$ cat config.mk
export PLATFORM = sky130hd
export DESIGN_NAME = exon_offset_translator_unit
export DESIGN_NICKNAME = d
export VERILOG_FILES = /design/src/eot_pkg.sv /design/src/eot_ram.sv /design/src/eot_walk.sv /design/src/exon_offset_translator_unit.sv
export SDC_FILE = /design/constraint.sdc
export NUM_CORES = 2
export LEC_CHECK = 0
export CELL_PAD_IN_SITES_DETAIL_PLACEMENT = 1
export CELL_PAD_IN_SITES_GLOBAL_PLACEMENT = 2
export CORE_MARGIN = 2
export CORE_UTILIZATION = 30
export DETAILED_ROUTE_END_ITERATION = 12
export DONT_BUFFER_PORTS = 1
export PLACE_DENSITY = 0.53
export RECOVER_POWER = 50
export SETUP_SLACK_MARGIN = 0.15
export SLEW_MARGIN = 10
export SYNTH_ARGS = -nofsm -noshare
export SYNTH_HDL_FRONTEND = slang
export SYNTH_SLANG_ARGS = --single-unit
$ cat constraint.sdc
create_clock -name clock -period 10.95 [get_ports clock]
set_input_delay 1.6425 -clock clock [delete_from_list [all_inputs] [get_ports clock]]
set_output_delay 1.6425 -clock clock [all_outputs]
set_load 0.05 [all_outputs]
$ cat src/eot_pkg.sv
// ----------------------------------------------------------------------------
// eot_pkg
// Shared types and constants for the exon offset translator: table depth,
// index widths, opcodes, status codes and the walker interface structs.
// ----------------------------------------------------------------------------
package eot_pkg;

   localparam int MAX_EXONS = 64;
   localparam int IDX_W     = $clog2(MAX_EXONS);
   localparam int CNT_W     = $clog2(MAX_EXONS + 1);
   localparam int POS_W     = 32;
   localparam int ENTRY_W   = 2 * POS_W;

   typedef enum logic [1:0] {
      OP_CLEAR     = 2'd0,
      OP_APPEND    = 2'd1,
      OP_TO_CODING = 2'd2,
      OP_TO_CONTIG = 2'd3
   } op_type;

   typedef enum logic [1:0] {
      ST_OK        = 2'd0,
      ST_FULL      = 2'd1,
      ST_ORDER     = 2'd2,
      ST_EMPTY     = 2'd3
   } status_type;

   typedef struct packed {
      logic             go;
      logic             to_coding;
      logic             reverse;
      logic [POS_W-1:0] position;
      logic [CNT_W-1:0] count;
   } walk_cmd_type;

   typedef struct packed {
      logic             done;
      logic             found;
      logic [POS_W-1:0] mapped;
      logic [POS_W-1:0] total;
   } walk_result_type;

endpackage

$ cat src/eot_ram.sv
// ----------------------------------------------------------------------------
// eot_ram
// Generic single write port, single read port RAM with registered read data.
// ----------------------------------------------------------------------------
module eot_ram #(
   parameter int WIDTH = 64,
   parameter int DEPTH = 64
) (
   input  logic                     clock,
   input  logic                     wr_en,
   input  logic [$clog2(DEPTH)-1:0] wr_addr,
   input  logic [WIDTH-1:0]         wr_data,
   input  logic [$clog2(DEPTH)-1:0] rd_addr,
   output logic [WIDTH-1:0]         rd_data
);

   logic [WIDTH-1:0] mem [DEPTH];
   logic [WIDTH-1:0] rd_data_ff;

   always_ff @(posedge clock) begin
      if (wr_en) begin
         mem[wr_addr] <= wr_data;
      end
      rd_data_ff <= mem[rd_addr];
   end

   assign rd_data = rd_data_ff;

endmodule

$ cat src/eot_walk.sv
// ----------------------------------------------------------------------------
// eot_walk
// Query sequencer: walks the stored exons one per cycle in strand order,
// running a shared compare/subtract/accumulate unit on each interval.
// ----------------------------------------------------------------------------
module eot_walk (
   input  logic                        clock,
   input  logic                        reset,
   input  eot_pkg::walk_cmd_type       cmd,
   output logic [eot_pkg::IDX_W-1:0]   rd_addr,
   input  logic [eot_pkg::ENTRY_W-1:0] rd_data,
   output logic                        busy,
   output eot_pkg::walk_result_type    result
);

   import eot_pkg::*;

   typedef enum logic {
      WS_IDLE,
      WS_RUN
   } walk_state_type;

   walk_state_type   state_ff, state_in;
   logic             pv_ff, pv_in;
   logic [CNT_W-1:0] ik_ff, ik_in;
   logic [CNT_W-1:0] count_ff, count_in;
   logic             to_coding_ff, to_coding_in;
   logic             reverse_ff, reverse_in;
   logic [POS_W-1:0] pos_ff, pos_in;
   logic [POS_W-1:0] acc_ff, acc_in;
   logic [POS_W-1:0] total_ff, total_in;
   logic [POS_W-1:0] mapped_ff, mapped_in;
   logic             hit_ff, hit_in;

   logic [CNT_W-1:0] idx_full;
   logic             issue;
   logic [POS_W-1:0] s_val, e_val;
   logic [POS_W-1:0] len;
   logic [POS_W-1:0] op_a, op_b, diff;
   logic             dec_one, add_en;
   logic             inside_exon, beyond;
   logic [POS_W-1:0] top_val, rel;
   logic             in_window;
   logic             finish;

   assign idx_full = reverse_ff ? (count_ff - ik_ff - CNT_W'(1)) : ik_ff;
   assign rd_addr  = idx_full[IDX_W-1:0];
   assign issue    = (state_ff == WS_RUN) && (ik_ff != count_ff);
   assign finish   = (state_ff == WS_RUN) && (ik_ff == count_ff) && !pv_ff;

   assign s_val = rd_data[ENTRY_W-1:POS_W];
   assign e_val = rd_data[POS_W-1:0];
   assign len   = e_val - s_val;

   // contig to coding terms
   assign inside_exon = (pos_ff >= s_val) && (pos_ff < e_val);
   assign beyond      = reverse_ff ? (pos_ff < s_val) : (pos_ff >= e_val);

   always_comb begin
      op_a    = e_val;
      op_b    = s_val;
      dec_one = 1'b0;
      if (inside_exon && !reverse_ff) begin
         op_a = pos_ff;
      end else if (inside_exon) begin
         op_b    = pos_ff;
         dec_one = 1'b1;
      end
   end

   assign diff   = op_a - op_b - POS_W'(dec_one);
   assign add_en = inside_exon || beyond;

   // coding to contig terms
   assign top_val   = acc_ff + len;
   assign in_window = (pos_ff >= acc_ff) && (pos_ff < top_val);
   assign rel       = pos_ff - acc_ff;

   always_comb begin
      state_in     = state_ff;
      pv_in        = pv_ff;
      ik_in        = ik_ff;
      count_in     = count_ff;
      to_coding_in = to_coding_ff;
      reverse_in   = reverse_ff;
      pos_in       = pos_ff;
      acc_in       = acc_ff;
      total_in     = total_ff;
      mapped_in    = mapped_ff;
      hit_in       = hit_ff;
      case (state_ff)
         WS_IDLE: begin
            pv_in = 1'b0;
            if (cmd.go) begin
               state_in     = WS_RUN;
               ik_in        = '0;
               count_in     = cmd.count;
               to_coding_in = cmd.to_coding;
               reverse_in   = cmd.reverse;
               pos_in       = cmd.position;
               acc_in       = '0;
               total_in     = '0;
               mapped_in    = '0;
               hit_in       = 1'b0;
            end
         end
         WS_RUN: begin
            pv_in = issue;
            if (issue) begin
               ik_in = ik_ff + CNT_W'(1);
            end
            if (pv_ff) begin
               total_in = total_ff + len;
               if (to_coding_ff) begin
                  if (add_en) begin
                     acc_in = acc_ff + diff;
                  end
                  hit_in = hit_ff || inside_exon;
               end else begin
                  acc_in = top_val;
                  if (in_window && !hit_ff) begin
                     hit_in    = 1'b1;
                     mapped_in = reverse_ff ? ((e_val - POS_W'(1)) - rel) : (s_val + rel);
                  end
               end
            end
            if (finish) begin
               state_in = WS_IDLE;
            end
         end
         default: begin
            state_in = WS_IDLE;
         end
      endcase
   end

   always_ff @(posedge clock) begin
      if (reset) begin
         state_ff <= WS_IDLE;
         pv_ff    <= 1'b0;
      end else begin
         state_ff <= state_in;
         pv_ff    <= pv_in;
      end
      ik_ff        <= ik_in;
      count_ff     <= count_in;
      to_coding_ff <= to_coding_in;
      reverse_ff   <= reverse_in;
      pos_ff       <= pos_in;
      acc_ff       <= acc_in;
      total_ff     <= total_in;
      mapped_ff    <= mapped_in;
      hit_ff       <= hit_in;
   end

   assign busy          = (state_ff != WS_IDLE);
   assign result.done   = finish;
   assign result.found  = hit_ff;
   assign result.mapped = !hit_ff ? '0 : (to_coding_ff ? acc_ff : mapped_ff);
   assign result.total  = hit_ff ? total_ff : '0;

endmodule

$ cat src/exon_offset_translator_unit.sv
// ----------------------------------------------------------------------------
// exon_offset_translator_unit
// Exon interval table with contig to coding and coding to contig translation.
// ----------------------------------------------------------------------------
// clear, append and a query on an empty table: result registered, valid in the cycle after start
// query on N stored exons: busy while the walk reads the table, result registered after the walk ends
// the walk reads one interval per cycle from the single read port of the table
// one item at a time; results are one-cycle strobes that the receiver cannot stall
// reset empties the table and selects the forward strand; no clearing pass
module exon_offset_translator_unit (
   input  logic                      clock,
   input  logic                      reset,
   input  logic                      start,
   output logic                      busy,
   input  logic [1:0]                req_opcode,
   input  logic [eot_pkg::POS_W-1:0] req_exon_start,
   input  logic [eot_pkg::POS_W-1:0] req_exon_stop,
   input  logic [eot_pkg::POS_W-1:0] req_query_position,
   output logic                      rsp_valid,
   output logic                      rsp_found,
   output logic [eot_pkg::POS_W-1:0] rsp_mapped_position,
   output logic [eot_pkg::POS_W-1:0] rsp_total_coding_length,
   output logic [1:0]                rsp_status,
   input  logic                      csr_valid,
   output logic                      csr_ready,
   input  logic                      csr_strand_reverse
);

   import eot_pkg::*;

   logic             strand_ff, strand_in;
   logic [CNT_W-1:0] count_ff, count_in;
   logic [POS_W-1:0] last_start_ff, last_start_in;
   logic             rsp_valid_ff, rsp_valid_in;
   logic             rsp_found_ff, rsp_found_in;
   logic [POS_W-1:0] rsp_mapped_ff, rsp_mapped_in;
   logic [POS_W-1:0] rsp_total_ff, rsp_total_in;
   status_type       rsp_status_ff, rsp_status_in;

   logic             accept;
   op_type           op;
   logic             wr_en;
   logic [IDX_W-1:0] rd_addr;
   logic [ENTRY_W-1:0] rd_data;
   logic             walk_busy;
   walk_cmd_type     walk_cmd;
   walk_result_type  walk_res;

   assign accept    = start && !busy;
   assign op        = op_type'(req_opcode);
   assign csr_ready = 1'b1;

   eot_ram #(
      .WIDTH (ENTRY_W),
      .DEPTH (MAX_EXONS)
   ) u_table (
      .clock   (clock),
      .wr_en   (wr_en),
      .wr_addr (count_ff[IDX_W-1:0]),
      .wr_data ({req_exon_start, req_exon_stop}),
      .rd_addr (rd_addr),
      .rd_data (rd_data)
   );

   assign walk_cmd.go        = accept && (op == OP_TO_CODING || op == OP_TO_CONTIG)
                               && (count_ff != '0);
   assign walk_cmd.to_coding = (op == OP_TO_CODING);
   assign walk_cmd.reverse   = strand_ff;
   assign walk_cmd.position  = req_query_position;
   assign walk_cmd.count     = count_ff;

   eot_walk u_walk (
      .clock   (clock),
      .reset   (reset),
      .cmd     (walk_cmd),
      .rd_addr (rd_addr),
      .rd_data (rd_data),
      .busy    (walk_busy),
      .result  (walk_res)
   );

   always_comb begin
      strand_in     = csr_valid ? csr_strand_reverse : strand_ff;
      count_in      = count_ff;
      last_start_in = last_start_ff;
      wr_en         = 1'b0;
      rsp_valid_in  = 1'b0;
      rsp_found_in  = 1'b0;
      rsp_mapped_in = '0;
      rsp_total_in  = '0;
      rsp_status_in = ST_OK;
      if (walk_res.done) begin
         rsp_valid_in  = 1'b1;
         rsp_found_in  = walk_res.found;
         rsp_mapped_in = walk_res.mapped;
         rsp_total_in  = walk_res.total;
      end else if (accept) begin
         case (op)
            OP_CLEAR: begin
               rsp_valid_in = 1'b1;
               count_in     = '0;
            end
            OP_APPEND: begin
               rsp_valid_in = 1'b1;
               if (count_ff == CNT_W'(MAX_EXONS)) begin
                  rsp_status_in = ST_FULL;
               end else if (count_ff != '0 && req_exon_start <= last_start_ff) begin
                  rsp_status_in = ST_ORDER;
               end else begin
                  wr_en         = 1'b1;
                  count_in      = count_ff + CNT_W'(1);
                  last_start_in = req_exon_start;
               end
            end
            OP_TO_CODING, OP_TO_CONTIG: begin
               if (count_ff == '0) begin
                  rsp_valid_in  = 1'b1;
                  rsp_status_in = ST_EMPTY;
               end
            end
            default: begin
               rsp_valid_in = 1'b0;
            end
         endcase
      end
   end

   always_ff @(posedge clock) begin
      if (reset) begin
         strand_ff    <= 1'b0;
         count_ff     <= '0;
         rsp_valid_ff <= 1'b0;
      end else begin
         strand_ff    <= strand_in;
         count_ff     <= count_in;
         rsp_valid_ff <= rsp_valid_in;
      end
      last_start_ff <= last_start_in;
      rsp_found_ff  <= rsp_found_in;
      rsp_mapped_ff <= rsp_mapped_in;
      rsp_total_ff  <= rsp_total_in;
      rsp_status_ff <= rsp_status_in;
   end

   assign busy                    = walk_busy;
   assign rsp_valid               = rsp_valid_ff;
   assign rsp_found               = rsp_found_ff;
   assign rsp_mapped_position     = rsp_mapped_ff;
   assign rsp_total_coding_length = rsp_total_ff;
   assign rsp_status              = rsp_status_ff;

   a_busy_no_rsp : assert property (@(posedge clock) disable iff (reset)
      busy |-> !rsp_valid)
      else $error("result strobe while a query walk is running");

   a_item_answered : assert property (@(posedge clock) disable iff (reset)
      accept |=> (rsp_valid || busy))
      else $error("accepted item neither answered nor walking");

   a_count_range : assert property (@(posedge clock) disable iff (reset)
      count_ff <= CNT_W'(MAX_EXONS))
      else $error("exon count beyond table depth");

   a_done_in_walk : assert property (@(posedge clock) disable iff (reset)
      walk_res.done |-> (busy && !accept))
      else $error("walk finished outside a running query");

endmodule

# ---- Yosys cells after proc, flatten, opt, wreduce, memory -nomap -nowiden
# Memory sizes are Yosys's and may differ from the RTL's. A register that Yosys moved wholly into a read port is not among the register bits.
# Cells that the tools add are included.
dict set report word_totals {
  regBits 255
  elab_cells 145
  n_memories 1
  ram_bits 4096
}
dict set report classes {
  muxes 50
  n_reduce_logical 34
  n_bitwise 5
  n_addsub 14
  order_cmp 7
  eq_ne 15
}
# memory depth width rd rd_clocked_by_memory_dff wr line_no
set mem_list {}
lappend mem_list {u_table.mem 64 64 1 1 1 eot_ram.sv:17} ;# logic [WIDTH-1:0] mem [DEPTH];
# op count
set op_table {}
lappend op_table {{$mux W32} 13}
lappend op_table {{$pmux W32 S2} 3}
lappend op_table {{$add A32 B32 Y32} 4}
lappend op_table {{$sub A32 B32 Y32} 4}
lappend op_table {{$ge A32 B32 Y1} 3}
lappend op_table {{$lt A32 B32 Y1} 3}
lappend op_table {{$le A32 B32 Y1} 1}
lappend op_table {{$sub A32 B1 Y32} 1}
lappend op_table {{$sub A32 B1 Y32 const B} 1}
lappend op_table {{$mux W7} 4}
lappend op_table {{$pmux W7 S2} 2}
lappend op_table {{$mux W1} 19}
lappend op_table {{$add A7 B1 Y7 const B} 2}
lappend op_table {{$ne A2 B2 Y1 const B} 6}
lappend op_table {{$logic_and A1 B1 Y1} 11}
lappend op_table {{$reduce_and A5 Y1} 2}
lappend op_table {{$pmux W1 S2} 4}
lappend op_table {{$reduce_and A2 Y1} 4}
lappend op_table {{$eq A7 B7 Y1} 1}
lappend op_table {{$eq A7 B7 Y1 const B} 1}
lappend op_table {{$logic_not A7 Y1} 1}
lappend op_table {{$ne A7 B7 Y1} 1}
lappend op_table {{$reduce_bool A7 Y1} 1}
lappend op_table {{$mux W2} 3}
lappend op_table {{16 further kinds} 30}

# ---- Longest topological paths before layout
dict set report logic_depth {
  ltp_word 11
  ltp_mapped 36
  ltp_nobuf 36
}

# ---- Cells and area by module
# From an unflattened synthesis, not the netlist that was laid out.
dict set report hier_totals {
  cells_unflattened 9505
  area_unflattened_um2 182143.4
}
# mod area_per_inst_um2 instances seq_area_each_um2 cells_each
set modules_own_cells {}
lappend modules_own_cells {eot_ram 156348.7 1 124279.2 6598}
lappend modules_own_cells {eot_walk 21587.0 1 4394.2 2539}
lappend modules_own_cells {exon_offset_translator_unit 4207.8 1 2482.4 368}

# ---- Least setup slack after synthesis
# OpenSTA, ideal clock, no wires.
dict set report synth_path {
  path_kind {flip-flop to flip-flop}
  from {register u_table.rd_data_ff[0], in the netlist u_table.rd_data[0], read port of u_table.mem}
  to {register u_walk.mapped_ff[0] (enable)}
  synth_period_minus_slack_ns 7.599
  t_arrival_ns 7.166
  path_stages_with_launch 37
  slack_ns 3.351
  path_cell_list {dfxtp_1 > inv_1 > ha_1 > fa_1 > nor2b_1 > o21ai_1 > a21boi_1 > o21a_1 > o21ai_1 > a21o_1 > a31oi_1 > o21ai_0 > nand2b_1 > a21o_1 > a21oi_1 > xnor2_1 > ha_1 > a21o_1 > a21o_1 > a21o_1 > a21o_1 > a21oi_1 > o221ai_1 > a21oi_1 > o21bai_1 > xnor2_1 > ha_1 > nor2b_1 > o21ai_0 > nand2b_1 > a21oi_1 > nor2b_1 > o21ai_0 > nand3_1 > a21o_1 > a31o_1 > o22ai_1}
}
dict set report synth_between {
  elab_chain_cells 7
}
# item line_no
set synth_rtl {}
lappend synth_rtl {{start, declared} eot_ram.sv:18} ;# logic [WIDTH-1:0] rd_data_ff;
lappend synth_rtl {{$sub A32 B32 Y32} eot_walk.sv:53} ;# assign len = e_val - s_val;
lappend synth_rtl {{$add A32 B32 Y32} eot_walk.sv:75} ;# assign top_val = acc_ff + len;
lappend synth_rtl {{$lt A32 B32 Y1} eot_walk.sv:76} ;# assign in_window = (pos_ff >= acc_ff) && (pos_ff < top_val);
lappend synth_rtl {{$logic_and A1 B1 Y1} eot_walk.sv:76}
lappend synth_rtl {{$logic_and A1 B1 Y1} eot_walk.sv:121} ;# if (in_window && !hit_ff) begin
lappend synth_rtl {{$ne A2 B2 Y1 (no source line)} n/a}
lappend synth_rtl {{$reduce_and A4 Y1 (no source line)} n/a}
lappend synth_rtl {{end signal, assigned} eot_walk.sv:152} ;# mapped_ff <= mapped_in;
lappend synth_rtl {{end, declared} eot_walk.sv:32} ;# logic [POS_W-1:0] mapped_ff, mapped_in;
# No other way between the ends.
# A chain may end at the register's enable or synchronous reset.

# ---- Worst setup path in the final report
dict set report layout_path {
  from {register u_walk.pos_ff[31]}
  to {register u_walk.acc_ff[30], data pin}
}
dict set report layout_between {
  elab_chain_cells 11
  word_cells_on_any_way 16
  cone_classes {3 x add/sub; 2 x order compare; 9 x mux; 2 x reduce/logical}
}
# item line_no
set layout_rtl {}
lappend layout_rtl {{start, declared} eot_walk.sv:29} ;# logic [POS_W-1:0] pos_ff, pos_in;
lappend layout_rtl {{start signal, assigned} eot_walk.sv:149} ;# pos_ff <= pos_in;
lappend layout_rtl {{$ge A32 B32 Y1 or $lt A32 B32 Y1 (tied branches)} eot_walk.sv:56} ;# assign inside_exon = (pos_ff >= s_val) && (pos_ff < e_val);
lappend layout_rtl {{$logic_and A1 B1 Y1 *} eot_walk.sv:56}
lappend layout_rtl {{$mux W32 or $logic_and A1 B1 Y1 (tied branches)} {eot_walk.sv:65, eot_walk.sv:63}}
lappend layout_rtl {{$mux W32} eot_walk.sv:63} ;# if (inside_exon && !reverse_ff) begin
lappend layout_rtl {{$sub A32 B32 Y32} eot_walk.sv:71} ;# assign diff = op_a - op_b - POS_W'(dec_one);
lappend layout_rtl {{$sub A32 B1 Y32 *} eot_walk.sv:71}
lappend layout_rtl {{$add A32 B32 Y32 *} eot_walk.sv:116} ;# acc_in = acc_ff + diff;
lappend layout_rtl {{$mux W32 *} eot_walk.sv:115} ;# if (add_en) begin
lappend layout_rtl {{$mux W32 *} eot_walk.sv:114} ;# if (to_coding_ff) begin
lappend layout_rtl {{$mux W32 *} eot_walk.sv:112} ;# if (pv_ff) begin
lappend layout_rtl {{$pmux W32 S2 *} eot_walk.sv:91} ;# case (state_ff)
lappend layout_rtl {{end signal, assigned} eot_walk.sv:150} ;# acc_ff <= acc_in;
lappend layout_rtl {{end, declared} eot_walk.sv:30} ;# logic [POS_W-1:0] acc_ff, acc_in;
# Every way passes the cells marked *; elsewhere a longest branch is shown, timed or not. The select of a mux whose other input is x is not followed.

==> impl_results.md <==
* Final cycle utilization of the critical path at between 70% and 80%
* Setup crit start: u_walk.pos_ff[31]$_DFFE_PP_
* Pin count of the biggest net entering global routing at 122
* CTS tree: yes
* Area share of xor/xnor cells in the synthesized design at less than 1%
* Peak Freq at around 0.12 GHz
* H-tree lvl count at 6
* Hold Fails Final Rpt at 0
* Most common cell after layout, fill and taps aside: edfxtp_1
* Rows at 290
* Most common flop cell mapped by yosys: edfxtp_1
* Compound-cell area share of the yosys netlist at 7.79%
* Crit Path Category: reg2reg
* Most used cell, CP: fa_1
* CP Max Fanout at 66
* Max cap viols at 7
* Delay-heaviest family, CP: compound AO/OA/AOI/OAI gates
* Worst reg2reg endpoint: u_walk.acc_ff[30]$_SDFFCE_PN0P_
* Clock latency on the worst-skew pair at about 1.1 ns
* Die ar. at around 630,000 um2
* Sequential fraction of the synthesis area at 69.8%
* Crit path to: u_walk.acc_ff[30]$_SDFFCE_PN0P_
* R2r worst-path depth at 26
* Initial DRC count at about 11,000
* Core area at 624,000 um2
* Cell Area, Placed at ~200,000 um2
* Post-CTS setup buffers at 0
* Multi-input gate area at roughly 53,000 um2
* Crit path DAT at slightly above 9 ns
* Most frequent cells in the layout: edfxtp_1, nand2_1, nand3_1
* CP Capture Type: flip-flop
* Root Buffer: clkbuf_16
* Non-Filler Instances at around 24,000
* Distinct cells, synth at just under 100
* Post-Syn Instances at 14,900
* Post-cts sizing count at 0
* Cts bufs inserted at 535
* Number of global-route vias before repair at between 100k and 150k
* Period minus WS final at roughly 8.4 ns
* Reg-to-Reg Start: u_walk.pos_ff[31]$_DFFE_PP_
* Seq cells post-synth at between 4,000 and 5,000
* Worst Tran Pin Value at 3.46 ns
* Mux cell area share after synthesis at 1.20%
* Port buffer count at 0
* Post-Synth Adder-Cell Area at between 2 and 3%
* DP Wirelength at between 400,000 and 500,000 um
* Bufs and invs on worst path at 2
* Routed wire length at around 750,000 um
* Clk_skew at ~0.043 ns
* RSZ-0062 raised after global routing: false
* Critical Path Max Stage Delay at 0.62 ns
* First-pass GRT wire length at between 1,000,000 and 1,500,000 um
* Post-synth EDFFs at ~4,300
* Gpl congestion at 0.765
* Status: finished, violations left
* # nets final at between 15,000 and 20,000
* FFs w/ async S/R, synth at 0%
* Initial Utilization at 30.1%
* Syn nets at roughly 15,000
* Global-route usage over all layers at about 23%
* Area Overhead vs Synth at 14.6%
* Post-layout util at approximately a third
* Placed insts at approximately 23,000
* Grt ovf at 0
* Final non-filler cell area at 215,000 um2
* HP Class: reg2reg
* Layout cells sized above 1 at approximately 8%
* Cell depth of the worst setup path at 26
* Main combinational cell family by area after synthesis: simple AND/OR/NAND/NOR gates
* GRT met2 Usage at between 30% and 40%
* Vias per cell at 5.25
* Fill cells at 65,600
* CP max stage cell: fa_1
* Routed Antenna Nets at 0
* CP startpoint kind: flip-flop
* Endpoints failing setup at 0
* Dpl ws at 2.65 ns
* Relative slew slack at -131%
* Synthesized area at 188,000 um2
* Initial antenna violation count at 83
* Post-route setup slack at between 2 and 3 ns
* Die Y at ~800 um
* WP data required at 11.67 ns
* Routed vias at 124,000
* Worst-path clk slew at approximately 0.060 ns
* Slew Limit Fails at 221
* Seq. cell area at about 130,000 um2
* Yosys warnings at 0
* Pwr dens at 182 nW/um2
* Num Clock Sinks at 4,415
* Avg WL per Cell at roughly 32 um
* Die Wd at around 800 um
* # DRC at 0
* I/O Pins at 173
* Leakage at 74.7 nW
* Avg Cell Area, Syn at around 13 um2
* Worst-case clock buffer depth at 4
* Post-synthesis simple-gate area fraction at about 15%
* Maximum VDD drop at roughly 130 uV
* Setup slack, reg-to-reg at 2.53 ns
* Layer with the highest usage: met2
* Met3 usage at under 10%
* Setup Total Neg Slack at 0 ns
* GRT met1 Usage at roughly a third
* Failing checks: max-capacitance violations, max-slew violations
* Iteration count of the initial detailed-routing pass at 6
* CTS Hold Bufs at 0
## cell families after synthesis
kind of cell | Yosys count
buffers and inverters | 1223
AO/OA/AOI/OAI | 2044
adder cells (fa/ha/maj) | 422
flip-flops | 4415
AND/OR/NAND/NOR | 6496
multiplexers | 141
other | 1
XOR/XNOR | 191
## area by class of cell
class | count | share of cell area, %
inverters | 297 | 0.519
flip-flops and latches | 4415 | 61.0
clock buffers | 687 | 6.73
multi-input cells | 9295 | 24.4
repair buffers | 321 | 1.65
diodes | 41 | 0.0477
well taps | 8322 | 4.84
clock inverters | 259 | 0.813
## cells in the mapped netlist, types with 10 or more instances
cell type | count | area [um2]
inv_1 | 294 | 1100
a311oi_1 | 770 | 6740
buf_2 | 35 | 175
nand4_1 | 36 | 225
and3_1 | 566 | 3540
a211oi_1 | 27 | 203
buf_1 | 85 | 319
o21ai_1 | 49 | 245
mux4_2 | 64 | 1440
a21o_1 | 136 | 1020
nor3_1 | 41 | 205
or3_1 | 19 | 119
ha_1 | 383 | 4790
o211a_1 | 10 | 100
nand2_1 | 4238 | 15900
a31oi_1 | 274 | 1710
dfxtp_1 | 142 | 2840
clkbuf_1 | 804 | 3020
nor2_1 | 347 | 1300
o211ai_1 | 12 | 90.1
nor2b_1 | 49 | 307
edfxtp_1 | 4273 | 128000
xor2_1 | 71 | 622
fa_1 | 39 | 781
o21ai_0 | 89 | 445
and2_1 | 17 | 106
o21bai_1 | 23 | 173
a21oi_1 | 504 | 2520
mux2i_1 | 43 | 430
nand3_1 | 1081 | 5410
xnor2_1 | 118 | 1030
o21a_1 | 33 | 248
nand2b_1 | 50 | 313
mux2_2 | 33 | 372
## where the power goes
part	switching [mW]	internal (mW)	leakage, nW	total (mW)
sequential	0.0467	18.6	39.6	18.6
clock	7.26	9.74	7.93	17.0
combinational	2.26	1.31	27.2	3.57
total	9.57	29.6	74.7	39.2
## registers in the layout (all words and copies together) (netlist names)
| register | flops |
|---|---|
| count_ff | 7 |
| last_start_ff | 32 |
| rsp_found | 1 |
| rsp_mapped_position | 32 |
| rsp_status | 2 |
| rsp_total_coding_length | 32 |
| rsp_valid | 1 |
| strand_ff | 1 |
| u_table.mem | 4096 |
| u_table.rd_data | 64 |
| u_walk.acc_ff | 32 |
| u_walk.busy | 1 |
| u_walk.count_ff | 7 |
| u_walk.hit_ff | 1 |
| u_walk.ik_ff | 7 |
| u_walk.mapped_ff | 32 |
| u_walk.pos_ff | 32 |
| u_walk.pv_ff | 1 |
| u_walk.reverse_ff | 1 |
| u_walk.to_coding_ff | 1 |
| u_walk.total_ff | 32 |
## routing by layer
metal	vias to the layer above	part of all wire, %
met5	-	0.0072
met4	8	2.0
met3	753	4.4
met2	2722	47
met1	65600	47
li1	55100	-
## per-stage QoR
| step | hold WS [ns] | power, mW |
|---|---|---|
| finish | 0.476 | 39.2 |
| CTS | 0.494 | 39.6 |
| detailed placement | 0.459 | 22.5 |
| global route | 0.503 | 40.5 |
| floorplan | 0.406 | 21.4 |
| global placement | 0.457 | 22.6 |
## worst min-delay path by stage
stage / from / cells after the start / endpoint
6_report: strand_ff$_SDFFE_PP0P_ / 0 / u_walk.reverse_ff$_DFFE_PP_
5_1_grt: strand_ff$_SDFFE_PP0P_ / 0 / u_walk.reverse_ff$_DFFE_PP_
4_1_cts: strand_ff$_SDFFE_PP0P_ / 0 / u_walk.reverse_ff$_DFFE_PP_
3_5_place_dp: strand_ff$_SDFFE_PP0P_ / 0 / u_walk.reverse_ff$_DFFE_PP_
3_3_place_gp: strand_ff$_SDFFE_PP0P_ / 0 / u_walk.reverse_ff$_DFFE_PP_
2_1_floorplan: count_ff[3]$_SDFFE_PP0P_ / 0 / u_walk.count_ff[3]$_DFFE_PP_
(Power assumes the default switching activity.)
